## config.mk

```make
export PLATFORM = sky130hd
export DESIGN_NAME = buffer_pool_free_ready_queues
export DESIGN_NICKNAME = d
export VERILOG_FILES = /design/src/rtl/bpq_pkg.sv /design/src/rtl/bpq_front.sv /design/src/rtl/bpq_back.sv /design/src/rtl/buffer_pool_free_ready_queues.sv
export SDC_FILE = /design/constraint.sdc
export NUM_CORES = 2
export LEC_CHECK = 0
export BUFFER_PORTS_ARGS = -buffer_cell sky130_fd_sc_hd__clkbuf_2
export CAP_MARGIN = 10
export CORE_MARGIN = 3
export CORE_UTILIZATION = 65
export CTS_BUF_LIST = sky130_fd_sc_hd__clkbuf_8
export DETAILED_ROUTE_END_ITERATION = 6
export PLACE_DENSITY = 0.78
export SETUP_SLACK_MARGIN = 0.05
export SYNTH_ARGS = -nofsm -noshare
export SYNTH_HDL_FRONTEND = slang
export SYNTH_HIERARCHICAL = 1
export SYNTH_SLANG_ARGS = --single-unit
```

## constraint.sdc

```tcl
create_clock -name clk -period 7.4 [get_ports clk]
set_clock_uncertainty 0.15 [all_clocks]
set_input_delay 2.22 -clock clk [delete_from_list [all_inputs] [get_ports clk]]
set_output_delay 2.22 -clock clk [all_outputs]
set_load 0.1 [all_outputs]
```

## src/rtl/bpq_pkg.sv

```systemverilog
`timescale 1ns / 1ps
`default_nettype none
// ----------------------------------------------------------------------------
// bpq_pkg: shared types and constants of the buffer pool free/ready queues
// Action and status codes, widths and the request record passed front to back.
// ----------------------------------------------------------------------------
package bpq_pkg;
	localparam int MAX_BUFFERS  = 128;
	localparam int BUFFER_BYTES = 1024;
	localparam int ID_W   = 7;
	localparam int LVL_W  = 8;
	localparam int LEN_W  = 11;
	localparam int BYTE_W = 16;
	localparam int ADDR_W = 32;
	localparam int CNT_W  = 32;
	localparam int ADDR_SHIFT = 10;
	localparam int QDEPTH = 2;

	typedef enum logic [2:0] {
		ACT_INIT = 3'd0, ACT_ALLOC = 3'd1, ACT_COMMIT = 3'd2,
		ACT_ACQ_TX = 3'd3, ACT_ACQ_RX = 3'd4, ACT_RELEASE = 3'd5,
		ACT_NOP6 = 3'd6, ACT_NOP7 = 3'd7
	} action_t;

	typedef enum logic [2:0] {
		ST_OK = 3'd0, ST_EMPTY = 3'd1, ST_BAD_ID = 3'd2,
		ST_BAD_LEN = 3'd3, ST_OVERRUN = 3'd4
	} status_t;

	typedef enum logic [1:0] {
		BK_IDLE, BK_READ, BK_INIT, BK_OUT
	} back_state_t;

	localparam logic [0:0] CFG_BASE  = 1'b0;
	localparam logic [0:0] CFG_COUNT = 1'b1;

	// classified request handed from front to back
	typedef struct packed {
		action_t          action;
		logic [ID_W-1:0]  buffer_id;
		logic             len_bad;
		logic [LEN_W-1:0] length;
	} req_t;

	typedef struct packed {
		status_t           status;
		logic [ID_W-1:0]   granted_id;
		logic [ADDR_W-1:0] buffer_address;
		logic [LEN_W-1:0]  granted_length;
		logic [LVL_W-1:0]  ready_level;
		logic [LVL_W-1:0]  lowest_ready_level;
		logic [CNT_W-1:0]  underrun_total;
		logic [CNT_W-1:0]  overrun_total;
	} result_t;
endpackage
`default_nettype wire

```

## src/rtl/bpq_front.sv

```systemverilog
`timescale 1ns / 1ps
`default_nettype none
// ----------------------------------------------------------------------------
// bpq_front: request intake and classification
// Unpacks a request, checks its length and queues it for the back end.
// ----------------------------------------------------------------------------
module bpq_front (
	input  wire                        clk,
	input  wire                        arst_n,
	input  wire                        in_valid,
	output logic                       in_ready,
	input  wire  [2:0]                 in_action,
	input  wire  [bpq_pkg::ID_W-1:0]   in_id,
	input  wire  [bpq_pkg::BYTE_W-1:0] in_bytes,
	output logic                       req_valid,
	input  wire                        req_ready,
	output bpq_pkg::req_t              req
);
	bpq_pkg::req_t fifo_q [bpq_pkg::QDEPTH];
	logic          wr_q, rd_q;
	logic [1:0]    cnt_q;
	bpq_pkg::req_t new_req;
	logic          push, pop;

	always_comb begin
		new_req.action    = bpq_pkg::action_t'(in_action);
		new_req.buffer_id = in_id;
		new_req.len_bad   = in_bytes > bpq_pkg::BYTE_W'(bpq_pkg::BUFFER_BYTES);
		new_req.length    = in_bytes[bpq_pkg::LEN_W-1:0];
	end

	assign in_ready  = cnt_q != 2'(bpq_pkg::QDEPTH);
	assign push      = in_valid && in_ready;
	assign req_valid = cnt_q != 2'd0;
	assign pop       = req_valid && req_ready;
	assign req       = fifo_q[rd_q];

	always_ff @(posedge clk) begin
		if (push) fifo_q[wr_q] <= new_req;
	end

	always_ff @(posedge clk or negedge arst_n) begin
		if (!arst_n) begin
			wr_q  <= 1'b0;
			rd_q  <= 1'b0;
			cnt_q <= 2'd0;
		end else begin
			if (push) wr_q <= ~wr_q;
			if (pop) rd_q <= ~rd_q;
			cnt_q <= cnt_q + 2'(push) - 2'(pop);
		end
	end
endmodule
`default_nettype wire

```

## src/rtl/bpq_back.sv

```systemverilog
`timescale 1ns / 1ps
`default_nettype none
// ----------------------------------------------------------------------------
// bpq_back: queue and table engine
// Reads the rings and length table, updates pointers and counters, holds result.
// ----------------------------------------------------------------------------
module bpq_back (
	input  wire                         clk,
	input  wire                         arst_n,
	input  wire                         req_valid,
	output logic                        req_ready,
	input  bpq_pkg::req_t               req,
	input  wire  [bpq_pkg::ADDR_W-1:0]  cfg_base,
	input  wire  [bpq_pkg::LVL_W-1:0]   cfg_count,
	output logic                        res_valid,
	input  wire                         res_ready,
	output bpq_pkg::result_t            res
);
	localparam int IW = bpq_pkg::ID_W;
	localparam int LW = bpq_pkg::LVL_W;
	localparam logic [bpq_pkg::ADDR_SHIFT-1:0] ADDR_SHIFT_ZERO = '0;

	logic [IW-1:0]                 free_ring [bpq_pkg::MAX_BUFFERS];
	logic [IW-1:0]                 ready_ring [bpq_pkg::MAX_BUFFERS];
	logic [bpq_pkg::LEN_W-1:0]     len_mem [bpq_pkg::MAX_BUFFERS];
	logic [bpq_pkg::MAX_BUFFERS-1:0] len_vld_q;

	bpq_pkg::back_state_t state_q, state_d;
	bpq_pkg::req_t        cur_q;
	logic [IW-1:0]   free_head_q, free_tail_q, ready_head_q, ready_tail_q;
	logic [LW-1:0]   free_lvl_q, ready_cnt_q, min_q, cap_q, init_i_q;
	logic [bpq_pkg::ADDR_W-1:0] base_q;
	logic [bpq_pkg::CNT_W-1:0]  under_q, over_q;
	logic [IW-1:0]   free_rd_q, ready_rd_q;
	logic [bpq_pkg::LEN_W-1:0] len_rd_q;
	logic            len_pend_q;
	logic [LW-1:0]   n_cap;
	bpq_pkg::result_t res_q;

	function automatic logic [IW-1:0] adv(input logic [IW-1:0] i, input logic [LW-1:0] cap);
		logic [LW-1:0] n;
		n = {1'b0, i} + 1'b1;
		return (n >= cap) ? '0 : n[IW-1:0];
	endfunction

	always_comb begin
		n_cap = cfg_count;
		if (n_cap == '0) n_cap = LW'(1);
		if (n_cap > LW'(bpq_pkg::MAX_BUFFERS)) n_cap = LW'(bpq_pkg::MAX_BUFFERS);
	end

	always_comb begin
		state_d = state_q;
		unique case (state_q)
			bpq_pkg::BK_IDLE: if (req_valid)
				state_d = (req.action == bpq_pkg::ACT_INIT) ? bpq_pkg::BK_INIT
				                                             : bpq_pkg::BK_READ;
			bpq_pkg::BK_READ: state_d = bpq_pkg::BK_OUT;
			bpq_pkg::BK_INIT: if (init_i_q == LW'(bpq_pkg::MAX_BUFFERS - 1))
				state_d = bpq_pkg::BK_OUT;
			bpq_pkg::BK_OUT:  if (res_ready) state_d = bpq_pkg::BK_IDLE;
			default:          state_d = bpq_pkg::BK_IDLE;
		endcase
	end

	always_comb begin
		req_ready = state_q == bpq_pkg::BK_IDLE;
		res_valid = state_q == bpq_pkg::BK_OUT;
		res       = res_q;
	end

	// ring head reads registered in BK_IDLE, at the edge that accepts a request
	always_ff @(posedge clk) begin
		if (state_q == bpq_pkg::BK_IDLE) begin
			free_rd_q  <= free_ring[free_head_q];
			ready_rd_q <= ready_ring[ready_head_q];
		end
		if (state_q == bpq_pkg::BK_INIT)
			free_ring[init_i_q[IW-1:0]] <= (init_i_q < cap_q) ? init_i_q[IW-1:0] : '0;
		if (state_q == bpq_pkg::BK_READ && cur_q.action == bpq_pkg::ACT_RELEASE
		    && cur_q.buffer_id < cap_q && free_lvl_q < cap_q)
			free_ring[free_tail_q] <= cur_q.buffer_id;
		if (state_q == bpq_pkg::BK_READ && cur_q.action == bpq_pkg::ACT_COMMIT
		    && cur_q.buffer_id < cap_q && !cur_q.len_bad)
			ready_ring[ready_tail_q] <= cur_q.buffer_id;
	end

	// release ignores the byte count, so only commit looks at the length check
	always_ff @(posedge clk) begin
		if (state_q == bpq_pkg::BK_READ) len_rd_q <= len_mem[ready_rd_q];
		if (state_q == bpq_pkg::BK_READ && cur_q.buffer_id < cap_q
		    && ((cur_q.action == bpq_pkg::ACT_COMMIT && !cur_q.len_bad)
		        || cur_q.action == bpq_pkg::ACT_RELEASE))
			len_mem[cur_q.buffer_id] <= (cur_q.action == bpq_pkg::ACT_COMMIT)
			                            ? cur_q.length : '0;
	end

	always_ff @(posedge clk) begin
		if (req_valid && req_ready) cur_q <= req;
	end

	// result assembled in BK_READ; granted length patched in BK_OUT entry
	always_ff @(posedge clk or negedge arst_n) begin
		if (!arst_n) begin
			state_q <= bpq_pkg::BK_IDLE;
			free_head_q <= '0; free_tail_q <= '0; ready_head_q <= '0; ready_tail_q <= '0;
			free_lvl_q <= '0; ready_cnt_q <= '0; min_q <= '0; cap_q <= '0;
			init_i_q <= '0; base_q <= '0; under_q <= '0; over_q <= '0;
			len_vld_q <= '0; res_q <= '0; len_pend_q <= 1'b0;
		end else begin
			state_q <= state_d;
			if (state_q == bpq_pkg::BK_IDLE && req_valid && req.action == bpq_pkg::ACT_INIT) begin
				cap_q <= n_cap; base_q <= cfg_base; init_i_q <= '0;
			end
			if (state_q == bpq_pkg::BK_INIT) begin
				init_i_q <= init_i_q + 1'b1;
				if (init_i_q == LW'(bpq_pkg::MAX_BUFFERS - 1)) begin
					len_vld_q <= '0;
					free_head_q <= '0; free_tail_q <= '0; free_lvl_q <= cap_q;
					ready_head_q <= '0; ready_tail_q <= '0; ready_cnt_q <= '0;
					min_q <= cap_q; under_q <= '0; over_q <= '0;
					res_q.status <= bpq_pkg::ST_OK; res_q.granted_id <= '0;
					res_q.buffer_address <= base_q; res_q.granted_length <= '0;
					res_q.ready_level <= '0; res_q.lowest_ready_level <= cap_q;
					res_q.underrun_total <= '0; res_q.overrun_total <= '0;
				end
			end
			if (state_q == bpq_pkg::BK_READ) begin
				logic [IW-1:0] g;
				logic [LW-1:0] rc, mn;
				logic [bpq_pkg::CNT_W-1:0] un, ov;
				bpq_pkg::status_t st;
				logic grab_len;
				g = '0; rc = ready_cnt_q; mn = min_q; un = under_q; ov = over_q;
				st = bpq_pkg::ST_OK; grab_len = 1'b0;
				case (cur_q.action)
					bpq_pkg::ACT_ALLOC: begin
						if (free_lvl_q == '0) st = bpq_pkg::ST_EMPTY;
						else begin
							g = free_rd_q; free_head_q <= adv(free_head_q, cap_q);
							free_lvl_q <= free_lvl_q - 1'b1;
						end
					end
					bpq_pkg::ACT_COMMIT: begin
						g = cur_q.buffer_id;
						if (cur_q.buffer_id >= cap_q) st = bpq_pkg::ST_BAD_ID;
						else if (cur_q.len_bad) st = bpq_pkg::ST_BAD_LEN;
						else begin
							len_vld_q[cur_q.buffer_id] <= 1'b1;
							if (ready_cnt_q >= cap_q) begin
								ready_head_q <= adv(ready_head_q, cap_q);
								if (~&ov) ov = ov + 1'b1;
								st = bpq_pkg::ST_OVERRUN;
							end else rc = rc + 1'b1;
							ready_tail_q <= adv(ready_tail_q, cap_q);
						end
					end
					bpq_pkg::ACT_ACQ_TX, bpq_pkg::ACT_ACQ_RX: begin
						if (ready_cnt_q == '0) begin
							st = bpq_pkg::ST_EMPTY;
							if (cur_q.action == bpq_pkg::ACT_ACQ_TX && cap_q != '0 && ~&un)
								un = un + 1'b1;
						end else begin
							g = ready_rd_q; grab_len = len_vld_q[ready_rd_q];
							ready_head_q <= adv(ready_head_q, cap_q);
							rc = rc - 1'b1;
							if (cur_q.action == bpq_pkg::ACT_ACQ_TX && rc < mn) mn = rc;
						end
					end
					bpq_pkg::ACT_RELEASE: begin
						g = cur_q.buffer_id;
						if (cur_q.buffer_id >= cap_q) st = bpq_pkg::ST_BAD_ID;
						else begin
							len_vld_q[cur_q.buffer_id] <= 1'b1;
							if (free_lvl_q >= cap_q) begin
								if (~&ov) ov = ov + 1'b1;
								st = bpq_pkg::ST_OVERRUN;
							end else begin
								free_tail_q <= adv(free_tail_q, cap_q);
								free_lvl_q <= free_lvl_q + 1'b1;
							end
						end
					end
					default: ;
				endcase
				ready_cnt_q <= rc; min_q <= mn; under_q <= un; over_q <= ov;
				len_pend_q <= grab_len;
				res_q.status <= st; res_q.granted_id <= g;
				res_q.buffer_address <= base_q + {g, ADDR_SHIFT_ZERO};
				res_q.granted_length <= '0;
				res_q.ready_level <= rc; res_q.lowest_ready_level <= mn;
				res_q.underrun_total <= un; res_q.overrun_total <= ov;
			end
			if (state_q == bpq_pkg::BK_OUT && len_pend_q) begin
				res_q.granted_length <= len_rd_q;
				len_pend_q <= 1'b0;
			end
		end
	end
endmodule
`default_nettype wire

```

## src/rtl/buffer_pool_free_ready_queues.sv

```systemverilog
`timescale 1ns / 1ps
`default_nettype none
// ----------------------------------------------------------------------------
// buffer_pool_free_ready_queues: audio buffer pool with free and ready FIFOs
// Top level: config registers, request front end and queue engine.
// ----------------------------------------------------------------------------
// Requests enter on s_axis (tdata: action, buffer_id, byte_count) and each one
// gives exactly one result on m_axis. Configuration writes on cfg_* set the
// pool base (index 0) and buffer count (index 1); both are latched by init.
// The front queue registers each request before the back end takes it in
// BK_IDLE; the back end reads and executes it in BK_READ, then patches the
// granted length on entering BK_OUT before m_axis_tvalid rises, and takes no
// new request until m_axis accepts the result.
// Init walks all 128 ring entries, one per cycle.
// A two-entry queue in front keeps s_axis_tready high while a result waits;
// when m_axis stalls the queue fills and tready drops.
// After reset the pool is empty with capacity zero: alloc and acquire answer
// queue empty, commit and release bad id, until an init request arrives.
// A result is complete when m_axis_tvalid rises and is held stable until taken.
// ----------------------------------------------------------------------------
module buffer_pool_free_ready_queues (
	input  wire          clk,
	input  wire          arst_n,
	input  wire          s_axis_tvalid,
	output logic         s_axis_tready,
	input  wire  [31:0]  s_axis_tdata,  // action[2:0], buffer_id[9:3], byte_count[25:10]
	output logic         m_axis_tvalid,
	input  wire          m_axis_tready,
	// status[2:0], granted_id[9:3], buffer_address[41:10], granted_length[52:42],
	// ready_level[60:53], lowest_ready_level[68:61], underrun_total[100:69],
	// overrun_total[132:101]
	output logic [135:0] m_axis_tdata,
	input  wire          cfg_valid,
	output logic         cfg_ready,
	input  wire  [0:0]   cfg_index,
	input  wire  [31:0]  cfg_data
);
	logic [31:0] base_q;
	logic [7:0]  count_q;
	logic        req_valid, req_ready, res_valid, res_hold_q;
	bpq_pkg::req_t    req;
	bpq_pkg::result_t res;

	assign cfg_ready = 1'b1;
	always_ff @(posedge clk or negedge arst_n) begin
		if (!arst_n) begin
			base_q  <= '0;
			count_q <= 8'd8;
		end else if (cfg_valid) begin
			if (cfg_index == bpq_pkg::CFG_BASE) base_q <= cfg_data;
			else count_q <= cfg_data[7:0];
		end
	end

	bpq_front u_front (
		.clk, .arst_n,
		.in_valid(s_axis_tvalid), .in_ready(s_axis_tready),
		.in_action(s_axis_tdata[2:0]), .in_id(s_axis_tdata[9:3]),
		.in_bytes(s_axis_tdata[25:10]),
		.req_valid, .req_ready, .req
	);

	// hold valid back through res_hold_q so the length patch lands first
	always_ff @(posedge clk or negedge arst_n) begin
		if (!arst_n) res_hold_q <= 1'b0;
		else res_hold_q <= res_valid && !(m_axis_tvalid && m_axis_tready);
	end
	assign m_axis_tvalid = res_valid && res_hold_q;

	bpq_back u_back (
		.clk, .arst_n, .req_valid, .req_ready, .req,
		.cfg_base(base_q), .cfg_count(count_q),
		.res_valid, .res_ready(m_axis_tready && m_axis_tvalid), .res
	);

	assign m_axis_tdata = {3'b000, res.overrun_total, res.underrun_total,
		res.lowest_ready_level, res.ready_level, res.granted_length,
		res.buffer_address, res.granted_id, res.status};
endmodule
`default_nettype wire

```

-- After elaboration in Yosys (flattened, before gate mapping)
Memory sizes are Yosys's and may differ from the RTL's. A register that Yosys moved wholly into a read port is not among the register bits.
Cells that the tools add are included.
W data, S select, Z words.
- logic and storage cells: 250
- bits in writable memories: 3244
- memories kept: 4
- flip-flop bits (word level): 495
- muxes and demuxes: 119
- order comparisons: 16
- $add $sub $neg: 14
- reduce and logical (&&, ||, !) cells: 47
- eq/ne operators: 13
- bitwise logic cells: 4
- memories (memory ; depth ; width ; read ports ; clocked after memory_dff ; write ports ; RTL line ; RTL):
    u_back.len_mem ; 128 ; 11 ; 1 ; 1 ; 1 ; bpq_back.sv:25 ; logic [bpq_pkg::LEN_W-1:0] len_mem [bpq_pkg::MAX_BUFFERS];
    u_back.free_ring ; 128 ; 7 ; 1 ; 1 ; 1 ; bpq_back.sv:23 ; logic [IW-1:0] free_ring [bpq_pkg::MAX_BUFFERS];
    u_back.ready_ring ; 128 ; 7 ; 1 ; 1 ; 1 ; bpq_back.sv:24 ; logic [IW-1:0] ready_ring [bpq_pkg::MAX_BUFFERS];
    u_front.fifo_q ; 2 ; 22 ; 1 ; 0 ; 1 ; bpq_front.sv:19 ; bpq_pkg::req_t fifo_q [bpq_pkg::QDEPTH];
- operator list (kind ; number):
    $mux W128 ; 6
    $mux W32 ; 13
    $mux W133 ; 3
    $pmux W128 S2 ; 1
    $mux W7 ; 34
    $mux W8 ; 23
    $or A128 B128 Y128 ; 1
    $add A32 B1 Y32 const B ; 2
    $pmux W32 S2 ; 1
    $reduce_and A32 Y1 ; 2
    $ge A8 B8 Y1 ; 6
    $add A32 B17 Y32 ; 1
    $add A7 B1 Y8 const B ; 4
    $pmux W8 S2 ; 2
    $add A8 B1 Y8 const B ; 3
    $logic_not A8 Y1 ; 3
    $lt A8 B8 Y1 ; 3
    $mux W11 ; 2
    $pmux W7 S3 ; 1
    $logic_and A1 B1 Y1 ; 20
    $mux W1 ; 19
    $gt A16 B11 Y1 const B ; 1
    $lt A7 B8 Y1 const B ; 2
    $sub A8 B1 Y8 const B ; 2
    33 further kinds ; 58

-- Logic depth before layout (Yosys ltp)
- word-level depth: 9
- gate-level depth with buffers: 19
- gate-level depth less buffers: 16

-- Hierarchy
The synthesis kept the hierarchy.
- modules (own cells, without submodules) (module ; sequential area each (µm²) ; cells an instance ; area an instance (µm²) ; instances):
    bpq_back ; 106211.9 ; 7323 ; 145334.4 ; 1
    bpq_front ; 1421.4 ; 96 ; 1849.3 ; 1
    buffer_pool_free_ready_queues ; 1027.2 ; 96 ; 1702.9 ; 1

-- Least setup slack after synthesis
No wires, ideal clock.
- kind: flip-flop to flip-flop
- start: reg u_back/cur_q[12] (netlist bit)
- end: mem u_back/free_ring[0][3] (netlist bit), data pin
- stages on the path, launching flop included: 11
- buffers on the path: 1
- slack: 1.216 ns
- data arrival time: 5.502 ns
- setup time: 0.532 ns
- path through: edfxtp_1 > clkbuf_1 > inv_1 > ha_1 > nand2b_1 > a21oi_1 > o21ai_1 > nand3_2 > nor2_2 > a211oi_1 > a22o_1
- cells in the longest elaborated chain, start to end: 7
- ends and longest elaborated chain (what ; RTL line ; RTL):
    from (decl) ; bpq_back.sv:29 ; bpq_pkg::req_t cur_q;
    from (signal assigned) ; bpq_back.sv:99 ; if (req_valid && req_ready) cur_q <= req;
    $lt A7 B8 Y1 ; bpq_back.sv:81 ; && cur_q.buffer_id < cap_q && free_lvl_q < cap_q)
    $logic_and A1 B1 Y1 (2 in series) ; bpq_back.sv:81 ;
    $mux W1 ; bpq_back.sv:80 ; if (state_q == bpq_pkg::BK_READ && cur_q.action == bpq_pkg::ACT_RELEASE
    $mux W1 (not written as such) ; bpq_back.sv:82 ; free_ring[free_tail_q] <= cur_q.buffer_id;
    $reduce_or A7 Y1 (no source line) ; -- ;
    $mux W7 (no source line) ; -- ;
    to (decl) ; bpq_back.sv:23 ;
No other way between the ends.

-- Final worst setup path
- start: reg u_back/cur_q[13] (netlist bit)
- end: mem u_back/free_ring[101][4] (netlist bit), enable pin
- cells in the longest elaborated chain, start to end: 7
- elaborated cells on any way between the ends: 8
- those cells by class: order compare (1); mux (4); reduce/logical (3)
- ends and longest elaborated chain (what ; RTL line):
    $lt A7 B8 Y1 * ; bpq_back.sv:81
    $logic_and A1 B1 Y1 * (2 in series) ; bpq_back.sv:81
    $mux W1 * ; bpq_back.sv:80
    $mux W1 (not written as such) * ; bpq_back.sv:82
    $reduce_or A7 Y1 (no source line) ; --
    $mux W7 (no source line) / $mux W1 (equally long branches) ; --
Every way passes the cells marked *; elsewhere a longest branch is shown, timed or not.

==> reports/metrics.yaml <==
global_routing:
  grt_pass1_vias: 78373
  antenna_found_initial: 17
  grt_overflow_total: 0
  grt_max_degree: 145
  track_usage: 0.2992
  grt_pass1_wl_um: 518500
synthesis:
  synth-edff-count: 3291
  synth_top_flop_cell: "edfxtp_1"
  yosysWarnings: 6
  synth_cells: 7515
  syn-cell-area_sq_um: 148900
  ys_ff_latch: 3684
  synth_cell_type_count: 96
  yosysSeqAreaShare: 0.7298
  async_flop_share: 0.1067
  syn_avg_cell_area_sq_um: 19.81
clock_tree:
  cts_buffers: 584
  cts.sinks: 3684
  holdBufCountCts: 0
  cts_setup_buffers: 0
  clkTransAtPathRegs_ns: 0.06
  h-tree-depth: 6
  clockRootBuffer: "clkbuf_8"
  clkLatencyLatePin_ns: 1.08
  cts_buffer_depth: 4
  cts_resized: 0
  cts_tree: "built"
layout:
  final_nets: 8154
  fin_area_sq_um: 163800
  area_growth_pct: 10.01
  instances_no_fill: 11447
  final_util: 0.7199
  drive_gt1_frac: 0.2759
worst_setup_path:
  endpoint_kind: "flop"
  arrival_ns: 6.26
  crit_fanout: 23
  r2r_cells: 11
  cp.required_ns: 8.05
  path_class: "flop to flop"
  r2r_setup_slack_ns: 1.79
  critPathLaunchType: "flop"
  reg2reg_to: "u_back/free_ring[101][4]"
  rr_startpoint: "u_back/cur_q[13]"
routing:
  wl_met2_um: 171800
  wl_met1_um: 127600
  drt_iter0_markers: 9933
  detail-route-antenna-nets: 0
  top_layer: "met5"
  wl_met3_um: 31190
  routed_wl_um: 347800
  firstDrtPassIters: 7
  dr_total_vias: 77902
  viasPerCell: 6.805
  wl_per_cell_um: 30.39
  drc_errors: 1
run_status:
  run_status: "finished with violations"
  violations: "DRC"
min_path:
  hold_start: "u_back/len_rd_q[2]"
  holdPathStages: 2
  hold-path-endpoint: "u_back/res[82]"
  hold_class: "flop to flop"
place:
  dpl-instance-area_sq_um: 153200
  dpl_worst_slack_ns: 1.898
  gp_congestion: 0.9270
  dp_hpwl_um: 211400
  dp_cells: 10410
  portBuffers: 198
timing:
  period_needed_ns: 5.611
  tns_ns: 0
  finalHoldViolCount: 0
  final.period_utilization: 0.7583
  maxSlewViolCount: 0
  finalWorstSetupSlack_ns: 1.789
  max-slew-margin-rel: 0.1421
  max_freq_mhz: 178.2
  grt_setup_unrepaired: "false"
  setup_viol: 0
  tightestPinTransition_ns: 1.277
die:
  coreArea_sq_um: 227500
  dieArea_sq_um: 234800
  die_height_um: 484.6
  io_pins: 209
  start_util: 0.6544
  die_x_um: 484.6
  fp-row-count: 175
power_and_ir_drop:
  power_density_nw_per_um2: 338.5
  ir_drop_v: 0.0003332
  leakage_nw: 53.85
run:
  cap_violations: 0
-- cell families (layout without fill, tap and decap cells) --
logic type      count (synthesis)  after routing  synth area share
compound gates                689            689           0.03300
xor+xnor                       68             68          0.004000
fa+ha+maj                      94             94          0.007950
buf+inv                       529           1435           0.01568
flops                        3684           3684            0.7298
mux                          1139           1139            0.1628
other cells                     2             19        0.00005044
simple gates                 1310           1310           0.04667
-- layer usage --
layer	up-vias	GRT usage
li1	32104	-
met1	40556	0.4142
met2	4390	0.4716
met3	846	0.05664
met4	6	0.1402
met5	-	0
-- worst max path at each step --
stage / endpoint / startpoint / cells after the start
global route: u_back/free_ring[111][2] / u_back/cur_q[13] / 11
detailed placement: u_back/free_ring[101][0] / u_back/cur_q[13] / 11
floorplan: u_back/free_ring[0][3] / u_back/cur_q[12] / 10
finish: u_back/free_ring[101][4] / u_back/cur_q[13] / 11
global placement: u_back/free_ring[101][0] / u_back/cur_q[13] / 11
CTS: u_back/free_ring[101][4] / u_back/cur_q[13] / 11
-- cells in the final DEF, fill, tap and decap left out, drive strengths merged, types with 14 or more instances in the layout --
cell type  netlist  routed
a21o            21      21
edfxtp        3291    3291
xor2            35      35
a22oi           34      34
diode            0      15
nor3            59      59
mux2i           59      59
nand3b          14      14
o31ai           16      16
or3             16      16
and3            29      29
bufinv           0      14
nand4           59      59
a211oi          16      16
buf            223     151
a31oi           28      28
xnor2           33      33
a21oi          109     109
a22o           156     156
o21ai          134     134
o22ai           52      52
ha              93      93
clkinv           0     167
and2            37      37
inv             67     274
nor4           152     152
clkinvlp         0      18
mux4          1010    1010
nand3           94      94
nor2           393     393
dfrtp          392     392
nor2b           42      42
and4            16      16
or2             18      18
clkbuf         239     811
nand2          321     321
nand2b          26      26
mux2            70      70
-- cell type report --
class | count | area (sq um)
sequential | 3684 | 108700
fill | 12856 | 63720
multi-input combinational | 3304 | 38160
clock buffer | 613 | 8437
tap | 3009 | 3765
timing repair buffer | 349 | 2372
clock inverter | 406 | 2078
inverter | 67 | 251.5
antenna | 15 | 37.54
-- registers in the layout (all words and copies together) (netlist names), 8 cells and up --
register	cells
count_q	8
u_back/len_vld_q	128
u_back/over_q	32
u_back/under_q	32
u_back/init_i_q	8
u_back/res	53
base_q	32
u_front/fifo_q	44
u_back/ready_ring	896
u_back/ready_cnt_q	8
u_back/len_mem	1408
u_back/cap_q	8
u_back/free_lvl_q	8
u_back/free_ring	896
u_back/base_q	32
u_back/cur_q	22
u_back/min_q	8
u_back/len_rd_q	11
-- through the flow --
stage	power, mW	hold slack [ns]
floorplan	35.47	0.2760
global placement	39.64	0.2985
detailed placement	39.99	0.2940
CTS	55.67	0.3112
global route	57.49	0.3405
finish	55.44	0.3150
-- power by group --
group,total (mW),internal (mW),switching [mW]
clock,15.8,8.15,7.64
combinational,14.2,5.07,9.11
sequential,25.5,24.8,0.687
-- cells in the mapped netlist (16+ instances only) --
cell type     n  share of area
a21oi_1     109         0.0037
or2_2        17        0.00071
buf_2       138         0.0046
inv_1        65         0.0016
nor4_2       83         0.0070
nor4_1       69         0.0029
or3_1        16        0.00067
a21o_1       21         0.0011
and2_1       37         0.0016
xor2_1       35         0.0021
and3_1       29         0.0012
buf_1        56         0.0014
o22ai_1      52         0.0022
ha_1         93         0.0078
buf_6        18         0.0014
a22oi_1      33         0.0017
nand2_1     321         0.0081
dfrtp_1     392          0.066
mux2_2       39         0.0029
and4_1       16        0.00094
nand2b_1     26         0.0011
mux2_4       31         0.0031
edfxtp_1   3291           0.66
a31oi_1      23        0.00097
mux4_2     1010           0.15
o21ai_0     124         0.0042
nand4_1      58         0.0024
nor2_1      391         0.0099
nor3_1       54         0.0018
mux2i_1      59         0.0040
clkbuf_1    239         0.0060
nor2b_1      42         0.0018
xnor2_1      33         0.0019
a22o_1      155         0.0091
nand3_1      91         0.0031
-- critical path, stage by stage (launching register included) --
cell and delay (ns):
edfxtp_1 0.75, ha_1 0.50, nand2b_1 0.07, a21oi_1 0.22
o21ai_1 0.17, nand3_2 0.24, or2_1 0.90, a31oi_4 0.63
buf_4 0.46, buf_4 0.20, nor4_1 0.75, buf_4 0.27
Power figures use the tool's default switching activity.
